<file path="config.mk">
export PLATFORM = sky130hd
export DESIGN_NAME = qr_finder_ratio_line_check_unit
export DESIGN_NICKNAME = d
export VERILOG_FILES = /design/src/rtl/qrf_pkg.sv /design/src/rtl/qrf_run_track.sv /design/src/rtl/qrf_verdict.sv /design/src/rtl/qr_finder_ratio_line_check_unit.sv
export SDC_FILE = /design/constraint.sdc
export NUM_CORES = 1
export LEC_CHECK = 0
export ABC_CLOCK_PERIOD_IN_PS = 5000
export BUFFER_PORTS_ARGS = -buffer_cell sky130_fd_sc_hd__buf_2
export CAP_MARGIN = 25
export CORE_MARGIN = 2
export CORE_UTILIZATION = 59
export DETAILED_ROUTE_END_ITERATION = 12
export HOLD_SLACK_MARGIN = 0.12
export PLACE_DENSITY = 0.78
export SKIP_CTS_REPAIR_TIMING = 1
export SLEW_MARGIN = 10
export SYNTH_ARGS = -nofsm -noshare
export SYNTH_HDL_FRONTEND = slang
export SYNTH_HIERARCHICAL = 1
export SYNTH_SLANG_ARGS = --single-unit
</file>
<file path="constraint.sdc">
create_clock -name clk -period 5 [get_ports clk]
set_clock_uncertainty 0.2 [all_clocks]
set_input_delay 0.25 -clock clk [delete_from_list [all_inputs] [get_ports clk]]
set_output_delay 0.25 -clock clk [all_outputs]
set_load 0.05 [all_outputs]
</file>
<file path="src/rtl/qrf_pkg.sv">
// ----------------------------------------------------------------------------
// qrf_pkg
// Shared widths, status codes and the line snapshot type of the finder check.
// ----------------------------------------------------------------------------
package qrf_pkg;

  localparam int PIX_W  = 8;            // pixel width
  localparam int LEN_W  = 13;           // run length / run count width
  localparam int ST_W   = 2;            // status code width
  localparam int OUT_W  = 8;            // result tdata width (byte padded)

  // run lengths and run count saturate here
  localparam logic [LEN_W-1:0] MAX_LINE = LEN_W'(4096);
  // a finder line needs at least this many runs
  localparam logic [LEN_W-1:0] MIN_RUNS = LEN_W'(5);

  // verdict codes
  localparam logic [ST_W-1:0] ST_PASS     = 2'd0;
  localparam logic [ST_W-1:0] ST_FEW_RUNS = 2'd1;
  localparam logic [ST_W-1:0] ST_EDGE     = 2'd2;
  localparam logic [ST_W-1:0] ST_RATIO    = 2'd3;

  // what the verdict stage needs of a finished line
  typedef struct packed {
    logic             few_runs;   // fewer than MIN_RUNS runs
    logic             near_edge;  // fewer than two runs on one side of longest
    logic [LEN_W-1:0] longest;
    logic [LEN_W-1:0] before0;    // adjacent to longest
    logic [LEN_W-1:0] before1;
    logic [LEN_W-1:0] after0;     // adjacent to longest
    logic [LEN_W-1:0] after1;
  } line_snap_t;

endpackage

</file>
<file path="src/rtl/qrf_run_track.sv">
// ----------------------------------------------------------------------------
// qrf_run_track
// Run-length codes the line, tracks the longest run and its neighbors, and
// registers a snapshot of the line at its last pixel.
// ----------------------------------------------------------------------------
module qrf_run_track
  import qrf_pkg::*;
(
  input  logic             clk,
  input  logic             rst,
  input  logic             step,        // one pixel is consumed this cycle
  input  logic [PIX_W-1:0] pixel,
  input  logic             line_end,
  input  logic             snap_ready,  // verdict stage takes the snapshot
  output logic             snap_valid,
  output line_snap_t       snap
);

  typedef struct packed {
    logic             color;
    logic [LEN_W-1:0] cur_len;
    logic [LEN_W-1:0] runs_done;
    logic [LEN_W-1:0] recent0;    // newest closed run
    logic [LEN_W-1:0] recent1;
    logic [LEN_W-1:0] longest;
    logic [LEN_W-1:0] pos;        // index of the longest run
    logic [LEN_W-1:0] before0;
    logic [LEN_W-1:0] before1;
    logic [LEN_W-1:0] after0;
    logic [LEN_W-1:0] after1;
    logic [1:0]       captured;   // runs held after the longest
  } line_state_t;

  function automatic line_state_t close_run(line_state_t s, logic [LEN_W-1:0] len);
    line_state_t r;
    r = s;
    if (s.runs_done == '0 || len > s.longest) begin
      r.longest  = len;
      r.pos      = s.runs_done;
      r.before0  = s.recent0;
      r.before1  = s.recent1;
      r.after0   = '0;
      r.after1   = '0;
      r.captured = '0;
    end else if (s.captured < 2'd2) begin
      if (s.captured[0]) begin
        r.after1 = len;
      end else begin
        r.after0 = len;
      end
      r.captured = s.captured + 2'd1;
    end
    r.recent1 = s.recent0;
    r.recent0 = len;
    if (s.runs_done < MAX_LINE) begin
      r.runs_done = s.runs_done + LEN_W'(1);
    end
    return r;
  endfunction

  line_state_t state;
  line_state_t state_next;
  line_state_t upd;       // after this pixel
  line_state_t fin;       // after closing the last run
  line_snap_t  snap_next;
  logic        color;

  assign color = |pixel;

  always_comb begin
    upd = state;
    if (state.cur_len == '0) begin
      upd.color   = color;
      upd.cur_len = LEN_W'(1);
    end else if (color != state.color) begin
      upd         = close_run(state, state.cur_len);
      upd.color   = color;
      upd.cur_len = LEN_W'(1);
    end else if (state.cur_len < MAX_LINE) begin
      upd.cur_len = state.cur_len + LEN_W'(1);
    end

    fin = close_run(upd, upd.cur_len);

    snap_next.few_runs  = fin.runs_done < MIN_RUNS;
    snap_next.near_edge = (fin.pos < LEN_W'(2)) || (fin.captured < 2'd2);
    snap_next.longest   = fin.longest;
    snap_next.before0   = fin.before0;
    snap_next.before1   = fin.before1;
    snap_next.after0    = fin.after0;
    snap_next.after1    = fin.after1;

    state_next = line_end ? '0 : upd;
  end

  always_ff @(posedge clk) begin
    if (rst) begin
      state      <= '0;
      snap_valid <= 1'b0;
    end else begin
      if (step) begin
        state <= state_next;
      end
      if (step && line_end) begin
        snap_valid <= 1'b1;
      end else if (snap_ready) begin
        snap_valid <= 1'b0;
      end
    end
  end

  always_ff @(posedge clk) begin
    if (step && line_end) begin
      snap <= snap_next;
    end
  end

  a_captured_max: assert property (@(posedge clk) disable iff (rst)
    state.captured <= 2'd2)
    else $error("more than two runs held after the longest");

  a_len_sat: assert property (@(posedge clk) disable iff (rst)
    state.cur_len <= MAX_LINE && state.runs_done <= MAX_LINE)
    else $error("run length or run count past saturation");

  a_snap_hold: assert property (@(posedge clk) disable iff (rst)
    snap_valid && !snap_ready |=> snap_valid && $stable(snap))
    else $error("snapshot lost while verdict stage stalled");

  a_line_clear: assert property (@(posedge clk) disable iff (rst)
    step && line_end |=> state.cur_len == '0 && state.runs_done == '0)
    else $error("line state not cleared after last pixel");

endmodule

</file>
<file path="src/rtl/qrf_verdict.sv">
// ----------------------------------------------------------------------------
// qrf_verdict
// Grades a finished line against the 1:1:3:1:1 ratio and holds the result.
// ----------------------------------------------------------------------------
module qrf_verdict
  import qrf_pkg::*;
(
  input  logic             clk,
  input  logic             rst,
  input  logic             snap_valid,
  input  line_snap_t       snap,
  output logic             snap_ready,
  output logic             m_tvalid,
  input  logic             m_tready,
  output logic [OUT_W-1:0] m_tdata
);

  localparam int PROD_W = LEN_W + 4;  // holds 15 * run length

  // exact form of 0.40 < c / (max / 3) < 2.25
  function automatic logic ratio_ok(logic [LEN_W-1:0] c, logic [LEN_W-1:0] mx);
    logic [PROD_W-1:0] c15;
    logic [PROD_W-1:0] m2;
    logic [PROD_W-1:0] c4;
    logic [PROD_W-1:0] m3;
    c15 = (PROD_W'(c) << 4) - PROD_W'(c);
    m2  = PROD_W'(mx) << 1;
    c4  = PROD_W'(c) << 2;
    m3  = (PROD_W'(mx) << 1) + PROD_W'(mx);
    return (c15 > m2) && (c4 < m3);
  endfunction

  logic            all_ok;
  logic [ST_W-1:0] status;

  assign all_ok = ratio_ok(snap.before0, snap.longest) &&
                  ratio_ok(snap.before1, snap.longest) &&
                  ratio_ok(snap.after0,  snap.longest) &&
                  ratio_ok(snap.after1,  snap.longest);

  always_comb begin
    if (snap.few_runs) begin
      status = ST_FEW_RUNS;
    end else if (snap.near_edge) begin
      status = ST_EDGE;
    end else if (!all_ok) begin
      status = ST_RATIO;
    end else begin
      status = ST_PASS;
    end
  end

  assign snap_ready = !m_tvalid || m_tready;

  always_ff @(posedge clk) begin
    if (rst) begin
      m_tvalid <= 1'b0;
    end else if (snap_ready) begin
      m_tvalid <= snap_valid;
    end
  end

  always_ff @(posedge clk) begin
    if (snap_ready && snap_valid) begin
      m_tdata <= {(OUT_W-ST_W-1)'(0), status, status == ST_PASS};
    end
  end

endmodule

</file>
<file path="src/rtl/qr_finder_ratio_line_check_unit.sv">
// ----------------------------------------------------------------------------
// qr_finder_ratio_line_check_unit
// Checks one image line per frame of pixels for the QR finder 1:1:3:1:1 run
// pattern and returns one verdict per line.
// ----------------------------------------------------------------------------
//
//   channel | dir | handshake           | payload
//   --------+-----+---------------------+-------------------------------------
//   s_*     | in  | s_tvalid / s_tready | s_tdata = pixel, s_tlast = line_end
//   m_*     | out | m_tvalid / m_tready | m_tdata = finder_ok, status
//
// One pixel request per clock, pixels back to back, unless a stall on m_*
// holds a last pixel. Path from the last pixel's request to its verdict:
// input register, run tracker with line snapshot, verdict register.
// The run tracker's per-pixel update (compare, up to two run closes) is the
// loop that sets the one-pixel-per-clock figure.
// rst (synchronous) clears the line state and all valid flags.
// A stall on m_* stops intake only when a line's last pixel waits while the
// snapshot and the verdict register both still hold earlier lines.
//
module qr_finder_ratio_line_check_unit
  import qrf_pkg::*;
(
  input  logic             clk,
  input  logic             rst,
  input  logic             s_tvalid,
  output logic             s_tready,
  input  logic [PIX_W-1:0] s_tdata,   // [7:0] pixel
  input  logic             s_tlast,   // line_end
  output logic             m_tvalid,
  input  logic             m_tready,
  output logic [OUT_W-1:0] m_tdata    // [0] finder_ok, [2:1] status, [7:3] zero
);

  // input register
  logic             in_valid;
  logic [PIX_W-1:0] in_pixel;
  logic             in_last;
  logic             in_adv;

  // snapshot handoff
  logic       snap_valid;
  logic       snap_ready;
  line_snap_t snap;

  // a plain pixel always moves; a last pixel needs room for its snapshot
  assign in_adv   = in_valid && (!in_last || !snap_valid || snap_ready);
  assign s_tready = !in_valid || in_adv;

  always_ff @(posedge clk) begin
    if (rst) begin
      in_valid <= 1'b0;
    end else if (s_tready) begin
      in_valid <= s_tvalid;
    end
  end

  always_ff @(posedge clk) begin
    if (s_tready && s_tvalid) begin
      in_pixel <= s_tdata;
      in_last  <= s_tlast;
    end
  end

  qrf_run_track u_run_track (
    .clk        (clk),
    .rst        (rst),
    .step       (in_adv),
    .pixel      (in_pixel),
    .line_end   (in_last),
    .snap_ready (snap_ready),
    .snap_valid (snap_valid),
    .snap       (snap)
  );

  qrf_verdict u_verdict (
    .clk        (clk),
    .rst        (rst),
    .snap_valid (snap_valid),
    .snap       (snap),
    .snap_ready (snap_ready),
    .m_tvalid   (m_tvalid),
    .m_tready   (m_tready),
    .m_tdata    (m_tdata)
  );

endmodule

</file>
### Word level (Yosys, flattened, before mapping)

Cells that the tools add are included.

| cells by class | value |
|---|---|
| add/sub/neg operators | 10 |
| order comparisons | 18 |
| eq/ne operators | 1 |
| mux-type cells | 24 |
| reductions and logical operators | 30 |

Operator list:

| operator | count |
|---|---|
| $mux W119 | 2 |
| $mux W133 | 1 |
| $mux W13 | 8 |
| $mux W52 | 2 |
| $mux W28 | 3 |
| $gt A17 B14 Y1 | 4 |
| $lt A15 B17 Y1 | 4 |
| $sub A17 B13 Y17 | 4 |
| $add A13 B1 Y13 const B | 3 |
| $logic_not A13 Y1 | 3 |
| $lt A13 B13 Y1 const B | 3 |
| $gt A13 B13 Y1 | 2 |
| $add A14 B13 Y15 | 1 |
| $mux W14 | 1 |
| $lt A13 B2 Y1 const B | 1 |
| $lt A13 B3 Y1 const B | 1 |
| $logic_and A1 B1 Y1 | 11 |
| $mux W2 | 4 |
| $reduce_or A8 Y1 | 1 |
| $logic_or A1 B1 Y1 | 7 |
| $lt A2 B2 Y1 const B | 3 |
| $add A2 B1 Y2 const B | 2 |
| $logic_not A1 Y1 | 4 |
| $mux W1 | 3 |
| other kinds (5) | 5 |

| storage, ports and cells | value |
|---|---|
| register bits | 215 |
| bits of input ports | 13 |
| output and inout port bits | 10 |

### Depth between registers and ports, before layout

Gate-level depths: netlist of run 1.

| depth | value |
|---|---|
| depth in word-level cells | 10 |
| mapped depth | 24 |
| mapped depth without buffers | 19 |

### By module

Netlist of run 1, hierarchy kept.

Modules (own cells, without submodules):

| module | times used | cells each | area an instance (sq um) |
|---|---|---|---|
| qrf_run_track | 1 | 1175 | 10436.3 |
| qrf_verdict | 1 | 747 | 5645.4 |
| qr_finder_ratio_line_check_unit | 1 | 17 | 349.1 |

### Worst setup path before layout of run 1

OpenSTA, ideal clock, no wires.

| timing | value |
|---|---|
| kind | reg-to-reg |
| start point | register u_run_track/state[119] (netlist bit) |
| end point | register, netlist name u_run_track/snap[39] |
| setup time | 0.258 ns |
| arrival time | 4.452 ns |
| data required time | 4.542 ns |
| setup slack | 0.090 ns |
| cell stages (with the launch flop) | 25 |
| buffers on the path | 6 |
| period minus slack after synthesis | 4.910 ns |
| cells stage by stage | dfxtp_1 inv_1 ha_1 nor4b_1 and3_1 clkbuf_2 nor3_1 o211a_1 buf_2 buf_1 nor2_1 a21oi_1 ha_1 nand4_1 inv_1 nand4_1 nor3_1 mux2i_1 a22oi_1 a211o_1 buf_2 a311o_1 buf_6 buf_6 o221a_1 |

RTL lines:

| what | line | text |
|---|---|---|
| start: declaration | qrf_run_track.sv:61 | `line_state_t state;` |
| start signal: assignment | qrf_run_track.sv:102 | `state <= state_next;` |

### Worst setup path in the final report of run 1

| timing | value |
|---|---|
| start point | register, netlist name u_run_track/snap[56] |
| end point | register u_verdict.m_tdata[1] (data pin) |

| on the way | value |
|---|---|
| longest elaborated chain between the ends | 9 |
| elaborated cells on any way between the ends | 19 |
| classes of those cells | add/sub (1); order compare (8); mux (3); reduce/logical (7) |

RTL lines:

| what | line | text |
|---|---|---|
| $add A14 B13 Y15 | qrf_verdict.sv:29 | `m3 = (PROD_W'(mx) << 1) + PROD_W'(mx);` |
| $lt A15 B17 Y1 | qrf_verdict.sv:30 | `return (c15 > m2) && (c4 < m3);` |
| $logic_and A1 B1 Y1 | qrf_verdict.sv:30 |  |
| $logic_and A1 B1 Y1 | qrf_verdict.sv:36 | `assign all_ok = ratio_ok(snap.before0, snap.longest) &&` |
| $logic_and A1 B1 Y1 | qrf_verdict.sv:37 | `ratio_ok(snap.before1, snap.longest) &&` |
| $logic_and A1 B1 Y1 (*) | qrf_verdict.sv:38 | `ratio_ok(snap.after0, snap.longest) &&` |
| $mux W2 (*) | qrf_verdict.sv:46 | `end else if (!all_ok) begin` |
| $mux W2 (*) | qrf_verdict.sv:44 | `end else if (snap.near_edge) begin` |
| $mux W2 (*) | qrf_verdict.sv:42 | `if (snap.few_runs) begin` |
| via u_verdict.status[0] | qrf_verdict.sv:34 | `logic [ST_W-1:0] status;` |
| end signal: assignment | qrf_verdict.sv:65 | `m_tdata <= {(OUT_W-ST_W-1)'(0), status, status == ST_PASS};` |
| end: declaration | qrf_verdict.sv:15 | `output logic [OUT_W-1:0] m_tdata` |

The timed path passes the listed nets; every way through them passes the cells marked *.
A chain may end at the register's enable or synchronous reset.

==> impl_metrics.env, run 1 <==
export IMPL_hold_violations=0
export IMPL_timing_limited_maximum_frequency_ghz=0.207
export IMPL_synth_top_family_by_area="compound AO/OA/AOI/OAI gates"
export IMPL_vias_post_dr=15200
export IMPL_dp_final_hpwl_um=33800
export IMPL_area_overhead_of_the_layout_relative_to_synthesis_pct=10.0
export IMPL_cp_common_cell="sky130_fd_sc_hd__ha_1"
export IMPL_synthSimpleGateAreaFrac_pct=19.3
export IMPL_num_fill_cells=2346
export IMPL_register_area_share_after_synthesis_pct=30.9
export IMPL_tritoncts_num_buffers=24
export IMPL_grt_pass1_vias=14300
export IMPL_height_of_the_die_um=171
export IMPL_gp_congestion=0.971
export IMPL_ys_seq_elements=214
export IMPL_timing_critical_path_fanout_max=5
export IMPL_die_area_um2=29200
export IMPL_final_max_slew_violation_count=0
export IMPL_run_status="finished, final reports clean"
export IMPL_final_net_count=2159
export IMPL_yosys_area_share_xor_xnor_pct=4.07
export IMPL_setup_ws_ns=0.160
export IMPL_globalRouteOverflowTotal=0
export IMPL_num_rows=61
export IMPL_mostFrequentLayoutCell="sky130_fd_sc_hd__nor2_1"
export IMPL_setup_viol_count_final=0
export IMPL_static_leakage_power_nw=7.24
export IMPL_worstSetupEndpointType="flop"
export IMPL_critical_path_top_delay_family="compound AO/OA/AOI/OAI gates"
export IMPL_multi_input_comb_area_um2=10500
export IMPL_final_cell_mix="285 x sky130_fd_sc_hd__nor2_1, 181 x sky130_fd_sc_hd__ha_1, 135 x sky130_fd_sc_hd__dfxtp_1"
export IMPL_power_density_cell_area_nw_per_um2=223
export IMPL_synth_cells=1939
export IMPL_die_w_um=171
export IMPL_synth_compound_gate_area_share_pct=22.5
export IMPL_finalCriticalPeriod_ns=4.84
export IMPL_timing_worst_setup_path_type="reg2reg"
export IMPL_layout_area_seq_um2=5070
export IMPL_syn_cell_area_um2=16400
export IMPL_fp_coreArea_um2=27600
export IMPL_io_pins=23
export IMPL_worst_pin_slew_ns=1.01
export IMPL_clockRootBuffer="sky130_fd_sc_hd__clkbuf_16"
export IMPL_cts_tree="done"
export IMPL_drive_above_1_share_pct=9.54
export IMPL_drc=0
export IMPL_clock_insertion_delay_worst_skew_ns=0.53
export IMPL_timing_critical_path_required_ns=5.07
export IMPL_dr_pass1_iters=6
export IMPL_mean_area_per_synthesized_cell_um2=8.47
export IMPL_antenna_left=0
export IMPL_cp_start_kind="flop"
export IMPL_post_synth_top_area_cell="sky130_fd_sc_hd__dfxtp_1"
export IMPL_synth_largest_type_area_fraction_pct=16.4
export IMPL_totalWireLength_um=47200
export IMPL_buffer_ports_inserted=17
export IMPL_mux_contribution_to_synthesized_area_pct=3.45
export IMPL_synth_area_leaders="sky130_fd_sc_hd__dfxtp_1 16%, sky130_fd_sc_hd__edfxtp_1 14%, sky130_fd_sc_hd__ha_1 14%, sky130_fd_sc_hd__nor2_1 6.6%, sky130_fd_sc_hd__a22oi_1 5.3%"
export IMPL_viasPerCell=6.46
export IMPL_synth_cell_type_count=101
export IMPL_cp_slowest_stage_delay_ns=0.50
export IMPL_grt_max_degree=85
export IMPL_cts_path_max_buffers=3
export IMPL_worst_path_max_delay_cell="sky130_fd_sc_hd__xor2_1"
export IMPL_initial_utilization_pct=59.5
export IMPL_drv_max_cap_violation_count=0
export IMPL_timing_critical_path_cells="ha_1, a21oi_2, o211ai_2, a21o_2, a21oi_1, xor2_1, ha_1, a2111oi_0, a31oi_1, maj3_2, a32oi_1, o2111ai_1, o41a_1"
export IMPL_number_of_antenna_violations_at_the_first_check_in_global_routing=0
export IMPL_worst_setup_slack_before_clock_tree_synthesis_ns=0.0947
export IMPL_synth_warnings=6
export IMPL_synth_ff_type="sky130_fd_sc_hd__dfxtp_1"
export IMPL_clock_slew_at_the_register_clock_pins_of_the_worst_setup_and_hold_paths_ns=0.06
export IMPL_routed_length_per_placed_instance_um=20.0
export IMPL_synth_enable_flop_cells=79
export IMPL_critical_path_arrival_ns=4.91
export IMPL_share_of_the_core_filled_with_cells_in_the_final_layout_pct=65.4
export IMPL_dr_first_iter_drc_count=1457
export IMPL_timing_max_slew_rel_slack_pct=32.3
export IMPL_worst_hold_slack_ns=0.103
export IMPL_critical_path_buf_inv_count=0
export IMPL_tritoncts_num_sinks=214
export IMPL_synth_async_reset_ratio_pct=0
export IMPL_synthAdderAreaFrac_pct=14.1
export IMPL_hold_class="in2reg"
export IMPL_vdd_ir_drop_max_mv=0.247
export IMPL_antenna_cells_inserted=0
export IMPL_grt_first_pass_wirelength_um=74200
export IMPL_cts_htree_levels=1
export IMPL_globalRouteTotalUtil_pct=31.8
export IMPL_layout_worst_path_cycle_share_pct=96.8
export IMPL_report_power_total_mw=4.04
metal layers:
metal,vias to the layer above,GRT usage [%],wire (um)
li1,7205,-,-
met1,7187,41.4,19500
met2,705,52.5,21700
met3,137,3.82,3590
met4,0,15.3,2410
met5,-,0,0
synthesized netlist by cell type, types with 12 or more instances:
master,n
sky130_fd_sc_hd__o21ai_0,51
sky130_fd_sc_hd__a31oi_1,18
sky130_fd_sc_hd__clkbuf_1,89
sky130_fd_sc_hd__o221a_1,26
sky130_fd_sc_hd__nand2_1,107
sky130_fd_sc_hd__or3_1,15
sky130_fd_sc_hd__nor2_1,287
sky130_fd_sc_hd__nand2b_1,19
sky130_fd_sc_hd__a21o_1,22
sky130_fd_sc_hd__ha_1,181
sky130_fd_sc_hd__o21a_1,12
sky130_fd_sc_hd__xor2_1,18
sky130_fd_sc_hd__nand4_1,21
sky130_fd_sc_hd__nand3_1,48
sky130_fd_sc_hd__mux2i_1,54
sky130_fd_sc_hd__nor3_1,62
sky130_fd_sc_hd__xnor2_1,52
sky130_fd_sc_hd__a211oi_1,14
sky130_fd_sc_hd__edfxtp_1,79
sky130_fd_sc_hd__nor2b_1,16
sky130_fd_sc_hd__inv_1,119
sky130_fd_sc_hd__and3_1,19
sky130_fd_sc_hd__a41oi_1,24
sky130_fd_sc_hd__a22oi_1,115
sky130_fd_sc_hd__a21oi_1,124
sky130_fd_sc_hd__dfxtp_1,135
sky130_fd_sc_hd__nor4_1,19
metrics by stage:
stage	std cells	setup TNS, ns	cell area [um2]
global placement	2304	0	17200
global route	2360	-0.00202	18100
CTS	2348	0	17900
detailed placement	2304	0	17200
finish	2360	0	18100
floorplan	1943	0	16400
kinds of logic after synthesis:
family	count (synthesis)
AOI/OAI and AO/OA	514
muxes	56
and+or+nand+nor	665
buffers and inverters	231
adders and majority gates	185
DFF	214
other	1
xor gates and xnor gates	73
worst register-to-register path, delay by kind of cell, from the launching register on:
kind	cells	cell delay [ns]
AO/OA/AOI/OAI	9	2.33
adder cells (fa/ha/maj)	3	1.11
XOR/XNOR	1	0.50
flip-flops	1	0.47
state kept, by name, indices dropped and copies added (netlist names):
name and count:
u_run_track/state 132, u_run_track/snap 67, in_pixel 8, u_verdict/m_tdata 3
in_last 1, in_valid 1, u_run_track/snap_valid 1, u_verdict/m_tvalid 1
report_power, final:
group | internal (mW) | switching, mW | total, mW
clock | 0.944 | 0.761 | 1.71
sequential | 1.82 | 0.0265 | 1.85
combinational | 0.180 | 0.306 | 0.486
total | 2.94 | 1.09 | 4.04
worst paths after layout:
check,depth (start not counted),slack (ns),to,start
worst max register to register,13,0.16,u_verdict/m_tdata[1],u_run_track/snap[56]
worst max-delay path,13,0.16,u_verdict/m_tdata[1],u_run_track/snap[56]
worst min register to register,2,0.29,u_run_track/state[75],u_run_track/state[75]
worst min-delay path,2,0.10,u_run_track/state[116],rst
area by class of cell:
class	instances	area share (%)
clock buffer	26	3.54
clock inverter	18	0.734
inverter	119	2.47
multi-input combinational	1498	58.0
sequential	214	28.1
tap	378	2.62
timing repair buffer	107	4.55
Note: power is estimated with default switching activity, not from simulation.
==> run 2, diff against run 1 <==
Settings changed: CORE_UTILIZATION 59 to 58, PLACE_DENSITY 0.78 to 0.77, SYNTH_HIERARCHICAL 1 to unset.
==> run 2 against run 1 <==
Flip-flop and latch count did not move; combinational power down 18%; largest power group unchanged; critical endpoint is now u_run_track.snap[26]; clock power hardly changed; highest routed layer is now met5; sequential share of layout area is 0.86 points higher; core utilization is 0.21 points higher; critical path type unchanged.
==> impl_metrics.env, run 2 <==
export IMPL_worst_path_max_delay_cell="sky130_fd_sc_hd__o41a_2"
export IMPL_synth_warnings=0
export IMPL_use_met2_pct=51.2
export IMPL_register_area_share_after_synthesis_pct=32.3
export IMPL_cp_slowest_stage_delay_ns=0.56
export IMPL_busiest_layer="met2"
export IMPL_layout_worst_path_cycle_share_pct=96.3
export IMPL_clock_slew_at_the_register_clock_pins_of_the_worst_setup_and_hold_paths_ns=0.06
export IMPL_mean_area_per_synthesized_cell_um2=8.61
export IMPL_dpl_cell_area_um2=16500
export IMPL_share_of_the_core_filled_with_cells_in_the_final_layout_pct=65.7
export IMPL_synth_top_family_by_area="compound AO/OA/AOI/OAI gates"
export IMPL_synth_cells=1823
export IMPL_synth_ff_type="sky130_fd_sc_hd__dfxtp_1"
export IMPL_mux_contribution_to_synthesized_area_pct=2.85
export IMPL_vias_post_dr=14200
export IMPL_dp_final_hpwl_um=32800
export IMPL_total_stage_count_of_the_critical_path=20
export IMPL_grt_pass1_vias=13100
export IMPL_cts_path_max_buffers=3
export IMPL_die_area_um2=28400
export IMPL_synthAdderAreaFrac_pct=15.1
export IMPL_hold_violations=0
export IMPL_grt_max_degree=67
export IMPL_num_rows=60
export IMPL_mostFrequentLayoutCell="sky130_fd_sc_hd__nor2_1"
export IMPL_tritoncts_num_sinks=214
export IMPL_synth_area_leaders="sky130_fd_sc_hd__dfxtp_1 17%, sky130_fd_sc_hd__edfxtp_1 15%, sky130_fd_sc_hd__ha_1 15%, sky130_fd_sc_hd__nor2_1 4.9%, sky130_fd_sc_hd__nand2_1 3.7%"
export IMPL_power_frac_seq_pct=46.1
export IMPL_timing_critical_path_cells="inv_1, ha_1, nand4_1, or4_1, nor2_1, a211oi_4, buf_4, buf_4, nor2_1, a21oi_1, ha_1, nand4_1, inv_1, nand4_1, o41a_2, buf_4, o21ai_4, or2_1, buf_12, o2111ai_1"
export IMPL_regMostFlops="u_run_track.state"
export IMPL_timing_critical_path_required_ns=5.04
export IMPL_synth_cell_type_count=82
export IMPL_grt_first_pass_wirelength_um=69700
export IMPL_worst_pin_slew_ns=1.04
export IMPL_worst_hold_slack_ns=0.245
export IMPL_power_density_cell_area_nw_per_um2=227
export IMPL_antenna_cells_inserted=0
export IMPL_io_pins=23
export IMPL_worstSetupEndpointType="flop"
export IMPL_dr_pass1_iters=8
export IMPL_reg2reg_setup_slack_ns=0.18
export IMPL_clock_insertion_delay_worst_skew_ns=0.52
export IMPL_drc=0
export IMPL_number_of_antenna_violations_at_the_first_check_in_global_routing=1
export IMPL_viasPerCell=6.32
export IMPL_antenna_left=0
export IMPL_yosys_area_share_xor_xnor_pct=4.85
export IMPL_vdd_ir_drop_max_mv=0.254
export IMPL_drv_max_cap_violation_count=0
export IMPL_clockRootBuffer="sky130_fd_sc_hd__clkbuf_16"
export IMPL_drive_above_1_share_pct=10.2
export IMPL_power_clock_fraction_pct=43.8
export IMPL_die_w_um=168
export IMPL_swShare_pct=24.7
export IMPL_final_net_count=2084
export IMPL_critical_path_buf_inv_count=6
export IMPL_dr_first_iter_drc_count=1341
export IMPL_tritoncts_num_buffers=23
export IMPL_final_max_slew_violation_count=0
export IMPL_height_of_the_die_um=168
export IMPL_cts_tree="done"
export IMPL_synth_top_cells_by_count="205 x sky130_fd_sc_hd__nor2_1, 188 x sky130_fd_sc_hd__ha_1, 154 x sky130_fd_sc_hd__nand2_1"
export IMPL_critical_path_arrival_ns=4.85
export IMPL_globalRouteTotalUtil_pct=30.7
export IMPL_synth_compound_gate_area_share_pct=22.0
export IMPL_synth_enable_flop_cells=79
export IMPL_cts_htree_levels=1
export IMPL_post_synth_top_area_cell="sky130_fd_sc_hd__dfxtp_1"
export IMPL_total_switching_power_uw=983
export IMPL_number_of_flip_flops_under_the_largest_register_name=132
export IMPL_timing_critical_path_fanout_max=26
export IMPL_worst_setup_path_startpoint="u_run_track.state[75]"
export IMPL_critical_path_reg2reg_startpoint="u_run_track.state[75]"
export IMPL_crit_end="u_run_track.snap[26]"
export IMPL_timing_max_slew_rel_slack_pct=30.5
export IMPL_reg2reg_depth=20
export IMPL_finalInstanceArea_um2=17500
export IMPL_buffer_ports_inserted=17
export IMPL_run_status="finished, final reports clean"
export IMPL_globalRouteOverflowTotal=0
export IMPL_ys_seq_elements=214
export IMPL_totalWireLength_um=45200
export IMPL_synth_largest_type_area_fraction_pct=17.2
export IMPL_critical_path_top_delay_family="simple AND/OR/NAND/NOR gates"
export IMPL_setup_viol_count_final=0
export IMPL_biggest_registers_after_layout="u_run_track.state x132, u_run_track.snap x67, in_pixel x8"
export IMPL_fp_coreArea_um2=26700
export IMPL_synth_most_common_cell="sky130_fd_sc_hd__nor2_1"
export IMPL_final_cell_mix="201 x sky130_fd_sc_hd__nor2_1, 188 x sky130_fd_sc_hd__ha_1, 154 x sky130_fd_sc_hd__nand2_1"
export IMPL_hold_class="in2reg"
export IMPL_cp_start_kind="flop"
export IMPL_gr_usage_met3_pct=3.23
export IMPL_finalCriticalPeriod_ns=4.82
export IMPL_syn_cell_area_um2=15700
export IMPL_synthSimpleGateAreaFrac_pct=16.8
export IMPL_area_overhead_of_the_layout_relative_to_synthesis_pct=11.8
export IMPL_synth_async_reset_ratio_pct=0
export IMPL_comb_power_share_pct=10.1
export IMPL_globalRouteMet1Util_pct=41.6
export IMPL_worst_r2r_endpoint="u_run_track.snap[26]"
export IMPL_routed_length_per_placed_instance_um=20.2
export IMPL_timing_worst_setup_path_type="reg2reg"
export IMPL_static_leakage_power_nw=7.11
export IMPL_timing_limited_maximum_frequency_ghz=0.208
export IMPL_initial_utilization_pct=58.7
export IMPL_aggregate_negative_setup_slack_ns=0
export IMPL_gp_congestion=0.942
export IMPL_cellInternalPower_mw=3.00
[run 2: power groups by stage]
stage | logic [mW] | registers (mW) | clock network (mW)
5_1_grt | 0.442 | 1.84 | 1.83
3_3_place_gp | 0.365 | 1.87 | 0
2_1_floorplan | 0.274 | 1.87 | 0
3_5_place_dp | 0.377 | 1.87 | 0
6_report | 0.400 | 1.84 | 1.74
4_1_cts | 0.379 | 1.83 | 1.75
[run 2: worst register-to-register path, stage by stage (launching register included)]
cell                        delay, ns
sky130_fd_sc_hd__dfxtp_1         0.33
sky130_fd_sc_hd__inv_1           0.06
sky130_fd_sc_hd__ha_1            0.29
sky130_fd_sc_hd__nand4_1         0.15
sky130_fd_sc_hd__or4_1           0.55
sky130_fd_sc_hd__nor2_1          0.21
sky130_fd_sc_hd__a211oi_4        0.06
sky130_fd_sc_hd__buf_4           0.18
sky130_fd_sc_hd__buf_4           0.15
sky130_fd_sc_hd__nor2_1          0.13
sky130_fd_sc_hd__a21oi_1         0.08
sky130_fd_sc_hd__ha_1            0.31
sky130_fd_sc_hd__nand4_1         0.14
sky130_fd_sc_hd__inv_1           0.08
sky130_fd_sc_hd__nand4_1         0.16
sky130_fd_sc_hd__o41a_2          0.56
sky130_fd_sc_hd__buf_4           0.17
sky130_fd_sc_hd__o21ai_4         0.19
sky130_fd_sc_hd__or2_1           0.17
sky130_fd_sc_hd__buf_12          0.21
sky130_fd_sc_hd__o2111ai_1       0.16
[run 2: worst min path at each step]
| stage | startpoint | end | slack, ns | depth (start not counted) |
|---|---|---|---|---|
| final | s_tdata[1] | in_pixel[1] | 0.25 | 2 |
| after global routing | s_tdata[1] | in_pixel[1] | 0.24 | 2 |
| after CTS | s_tdata[1] | in_pixel[1] | -0.30 | 1 |
| after detailed placement | s_tdata[7] | in_pixel[7] | 0.23 | 1 |
| after global placement | s_tdata[5] | in_pixel[5] | 0.23 | 1 |
| after floorplan | s_tlast | in_last | 0.15 | 0 |
[run 2: layout make-up]
cell class | instances | area [um2]
Clock buffer | 31 | 616
Clock inverter | 11 | 149
Fill cell | 2202 | 9180
Inverter | 136 | 510
Multi-Input combinational cell | 1385 | 9790
Sequential cell | 214 | 5070
Tap cell | 341 | 427
Timing Repair Buffer | 122 | 981
[run 2: cell families (layout without fill, tap and decap cells)]
logic type	count (synthesis)	after routing
muxes	44	44
DFF	214	214
other	1	5
and+or+nand+nor	566	566
AOI/OAI and AO/OA	495	495
buffers and inverters	228	300
adders and majority gates	189	189
xor gates and xnor gates	86	86
[run 2: routing by layer]
metal,up-vias,routed length (um)
li1,6754,-
met3,113,3440
met2,635,21100
met4,2,1600
met1,6661,19000
met5,-,7
[run 2: through the flow]
stage / power, mW / setup WS (ns) / instances
after detailed placement: 2.25 / -0.0463 / 2180
after global routing: 4.10 / -0.0374 / 2240
after CTS: 3.97 / -0.140 / 2222
final: 3.98 / 0.185 / 2240
after global placement: 2.24 / 0.0175 / 2180
after floorplan: 2.14 / 0.131 / 1827
==> run 3, diff against run 2 <==
Settings changed: MAX_ROUTING_LAYER set to met4, PLACE_DENSITY 0.77 to unset, PLACE_DENSITY_LB_ADDON set to 0.12, TNS_END_PERCENT set to 30.
==> run 3 against run 2 <==
Final cell count is 1.2% lower; critical endpoint is now u_verdict.m_tdata[2]; clock power is 4% higher; via count is 2.5% lower; non-clock buffer count is 29 lower; routed wire length is 1.3% lower; worst hold slack better by 0.0081 ns; die area stayed put; core utilization is 0.62 points lower; sequential power hardly changed; sequential share of layout area is 0.28 points higher; register-to-register slack hardly changed.
==> impl_metrics.env, run 3 (same netlist as run 2, synthesis figures left out) <==
export IMPL_run_status="finished, final reports clean"
export IMPL_globalRouteMet1Util_pct=42.0
export IMPL_mostFrequentLayoutCell="sky130_fd_sc_hd__nor2_1"
export IMPL_die_area_um2=28400
export IMPL_dp_final_hpwl_um=32000
export IMPL_timing_limited_maximum_frequency_ghz=0.208
export IMPL_timing_worst_setup_path_type="reg2reg"
export IMPL_final_cell_mix="201 x sky130_fd_sc_hd__nor2_1, 187 x sky130_fd_sc_hd__ha_1, 154 x sky130_fd_sc_hd__nand2_1"
export IMPL_total_switching_power_uw=993
export IMPL_timing_critical_path_fanout_max=4
export IMPL_regMostFlops="u_run_track.state"
export IMPL_hold_class="in2reg"
export IMPL_static_leakage_power_nw=7.01
export IMPL_share_of_the_core_filled_with_cells_in_the_final_layout_pct=65.0
export IMPL_power_frac_seq_pct=45.4
export IMPL_worst_pin_slew_ns=0.917
export IMPL_viasPerCell=6.24
export IMPL_cellInternalPower_mw=3.05
export IMPL_num_fill_cells=2272
export IMPL_buffer_ports_inserted=17
export IMPL_grt_pass1_vias=12700
export IMPL_biggest_registers_after_layout="u_run_track.state x132, u_run_track.snap x67, in_pixel x8"
export IMPL_final_max_slew_violation_count=0
export IMPL_globalRouteOverflowTotal=0
export IMPL_use_met2_pct=50.9
export IMPL_routed_length_per_placed_instance_um=20.1
export IMPL_comb_power_share_pct=9.8
export IMPL_final_net_count=2056
export IMPL_hold_violations=0
export IMPL_area_overhead_of_the_layout_relative_to_synthesis_pct=10.8
export IMPL_dr_pass1_iters=7
export IMPL_busiest_layer="met2"
export IMPL_finalCriticalPeriod_ns=4.80
export IMPL_drive_above_1_share_pct=8.97
export IMPL_fp_coreArea_um2=26700
export IMPL_critical_path_arrival_ns=4.87
export IMPL_dr_first_iter_drc_count=1195
export IMPL_height_of_the_die_um=168
export IMPL_clock_insertion_delay_worst_skew_ns=0.51
export IMPL_swShare_pct=24.6
export IMPL_dpl_cell_area_um2=16300
export IMPL_clock_slew_at_the_register_clock_pins_of_the_worst_setup_and_hold_paths_ns=0.06
export IMPL_power_density_cell_area_nw_per_um2=233
export IMPL_setup_viol_count_final=0
export IMPL_gp_congestion=0.949
export IMPL_clockRootBuffer="sky130_fd_sc_hd__clkbuf_16"
export IMPL_grt_first_pass_wirelength_um=69400
export IMPL_globalRouteTotalUtil_pct=31.5
export IMPL_cts_path_max_buffers=3
export IMPL_vias_post_dr=13800
export IMPL_timing_critical_path_required_ns=5.07
export IMPL_num_rows=60
export IMPL_timing_max_slew_rel_slack_pct=38.9
export IMPL_initial_utilization_pct=58.7
export IMPL_die_w_um=168
export IMPL_worstSetupEndpointType="flop"
export IMPL_tritoncts_num_buffers=24
export IMPL_antenna_cells_inserted=0
export IMPL_power_clock_fraction_pct=44.8
export IMPL_cp_start_kind="flop"
export IMPL_totalWireLength_um=44600
export IMPL_tritoncts_num_sinks=214
export IMPL_grt_max_degree=66
export IMPL_layout_worst_path_cycle_share_pct=96.1
export IMPL_number_of_antenna_violations_at_the_first_check_in_global_routing=0
export IMPL_antenna_left=0
export IMPL_timing_critical_path_cells="buf_4, fa_1, a21oi_1, nor2_1, nor2_2, o21bai_1, a21oi_2, o21bai_1, a21oi_2, o21ai_1, nor2_2, xor2_2, ha_1, a21o_1, a21oi_1, o22ai_1, nor3_1, o31a_1, nand4_1, a31oi_1, nand4_1, o21ba_2"
export IMPL_aggregate_negative_setup_slack_ns=0
export IMPL_drv_max_cap_violation_count=0
export IMPL_cts_tree="done"
export IMPL_cts_htree_levels=1
export IMPL_worst_path_max_delay_cell="sky130_fd_sc_hd__edfxtp_1"
export IMPL_number_of_flip_flops_under_the_largest_register_name=132
export IMPL_io_pins=23
export IMPL_finalInstanceArea_um2=17400
export IMPL_drc=0
export IMPL_gr_usage_met3_pct=3.34
export IMPL_vdd_ir_drop_max_mv=0.301
export IMPL_cp_slowest_stage_delay_ns=0.45
-- run 3: cell count changes in the layout (fill, tap and decap cells not counted), moves of 3 or more --
| cell | delta |
|---|---|
| sky130_fd_sc_hd__clkinvlp_4 | -3 |
| sky130_fd_sc_hd__buf_4 | -31 |
| sky130_fd_sc_hd__clkinv_2 | +4 |
| sky130_fd_sc_hd__clkbuf_16 | +3 |
| sky130_fd_sc_hd__buf_6 | +3 |
-- run 3: layout make-up --
class                   count  area [um2]  area share (%)
multi-input cells        1385        9790            56.3
inverters                 136         510            2.94
flip-flops and latches    214        5080            29.2
repair buffers             93         762            4.38
clock buffers              34         701            4.03
clock inverters            10         113           0.648
well taps                 341         427            2.45
-- run 3: power by group through the flow --
stage / clock, mW / combinational [mW] / sequential, mW
2_1_floorplan: 0 / 0.274 / 1.87
3_3_place_gp: 0 / 0.367 / 1.87
3_5_place_dp: 0 / 0.375 / 1.87
4_1_cts: 1.83 / 0.379 / 1.84
5_1_grt: 1.89 / 0.440 / 1.84
6_report: 1.81 / 0.398 / 1.84
-- run 3: final timing paths --
kind | to | cells after the start | slack [ns] | from
max reg2reg | u_verdict.m_tdata[2] | 22 | 0.20 | u_run_track.snap[53]
max | u_verdict.m_tdata[2] | 22 | 0.20 | u_run_track.snap[53]
min reg2reg | u_run_track.state[78] | 2 | 0.26 | u_run_track.state[78]
min | in_pixel[1] | 2 | 0.25 | s_tdata[1]
-- run 3: worst max-delay path, delay by kind of cell, from the launching register on --
family	cells	cell delay (ns)
AO/OA/AOI/OAI	12	1.87
AND/OR/NAND/NOR	6	0.85
flip-flops	1	0.45
adder cells (fa/ha/maj)	2	0.75
buffers and inverters	1	0.17
XOR/XNOR	1	0.27
-- run 3: metrics by stage --
| step | worst slack [ns] | total power, mW | cells | hold slack [ns] |
|---|---|---|---|---|
| after CTS | 0.0423 | 4.04 | 2196 | -0.302 |
| after floorplan | 0.131 | 2.14 | 1827 | 0.149 |
| after global placement | 0.178 | 2.24 | 2151 | 0.226 |
| after global routing | -0.0571 | 4.17 | 2213 | 0.248 |
| final | 0.195 | 4.05 | 2213 | 0.253 |
| after detailed placement | 0.0643 | 2.25 | 2152 | 0.228 |
-- run 3: routing by layer --
layer | routed length, um | part of all wire, % | up-vias
met5 | 0 | 0 | -
met4 | 1520 | 3.4 | 0
met3 | 2860 | 6.4 | 102
met2 | 20700 | 47 | 522
met1 | 19500 | 44 | 6493
li1 | - | - | 6700
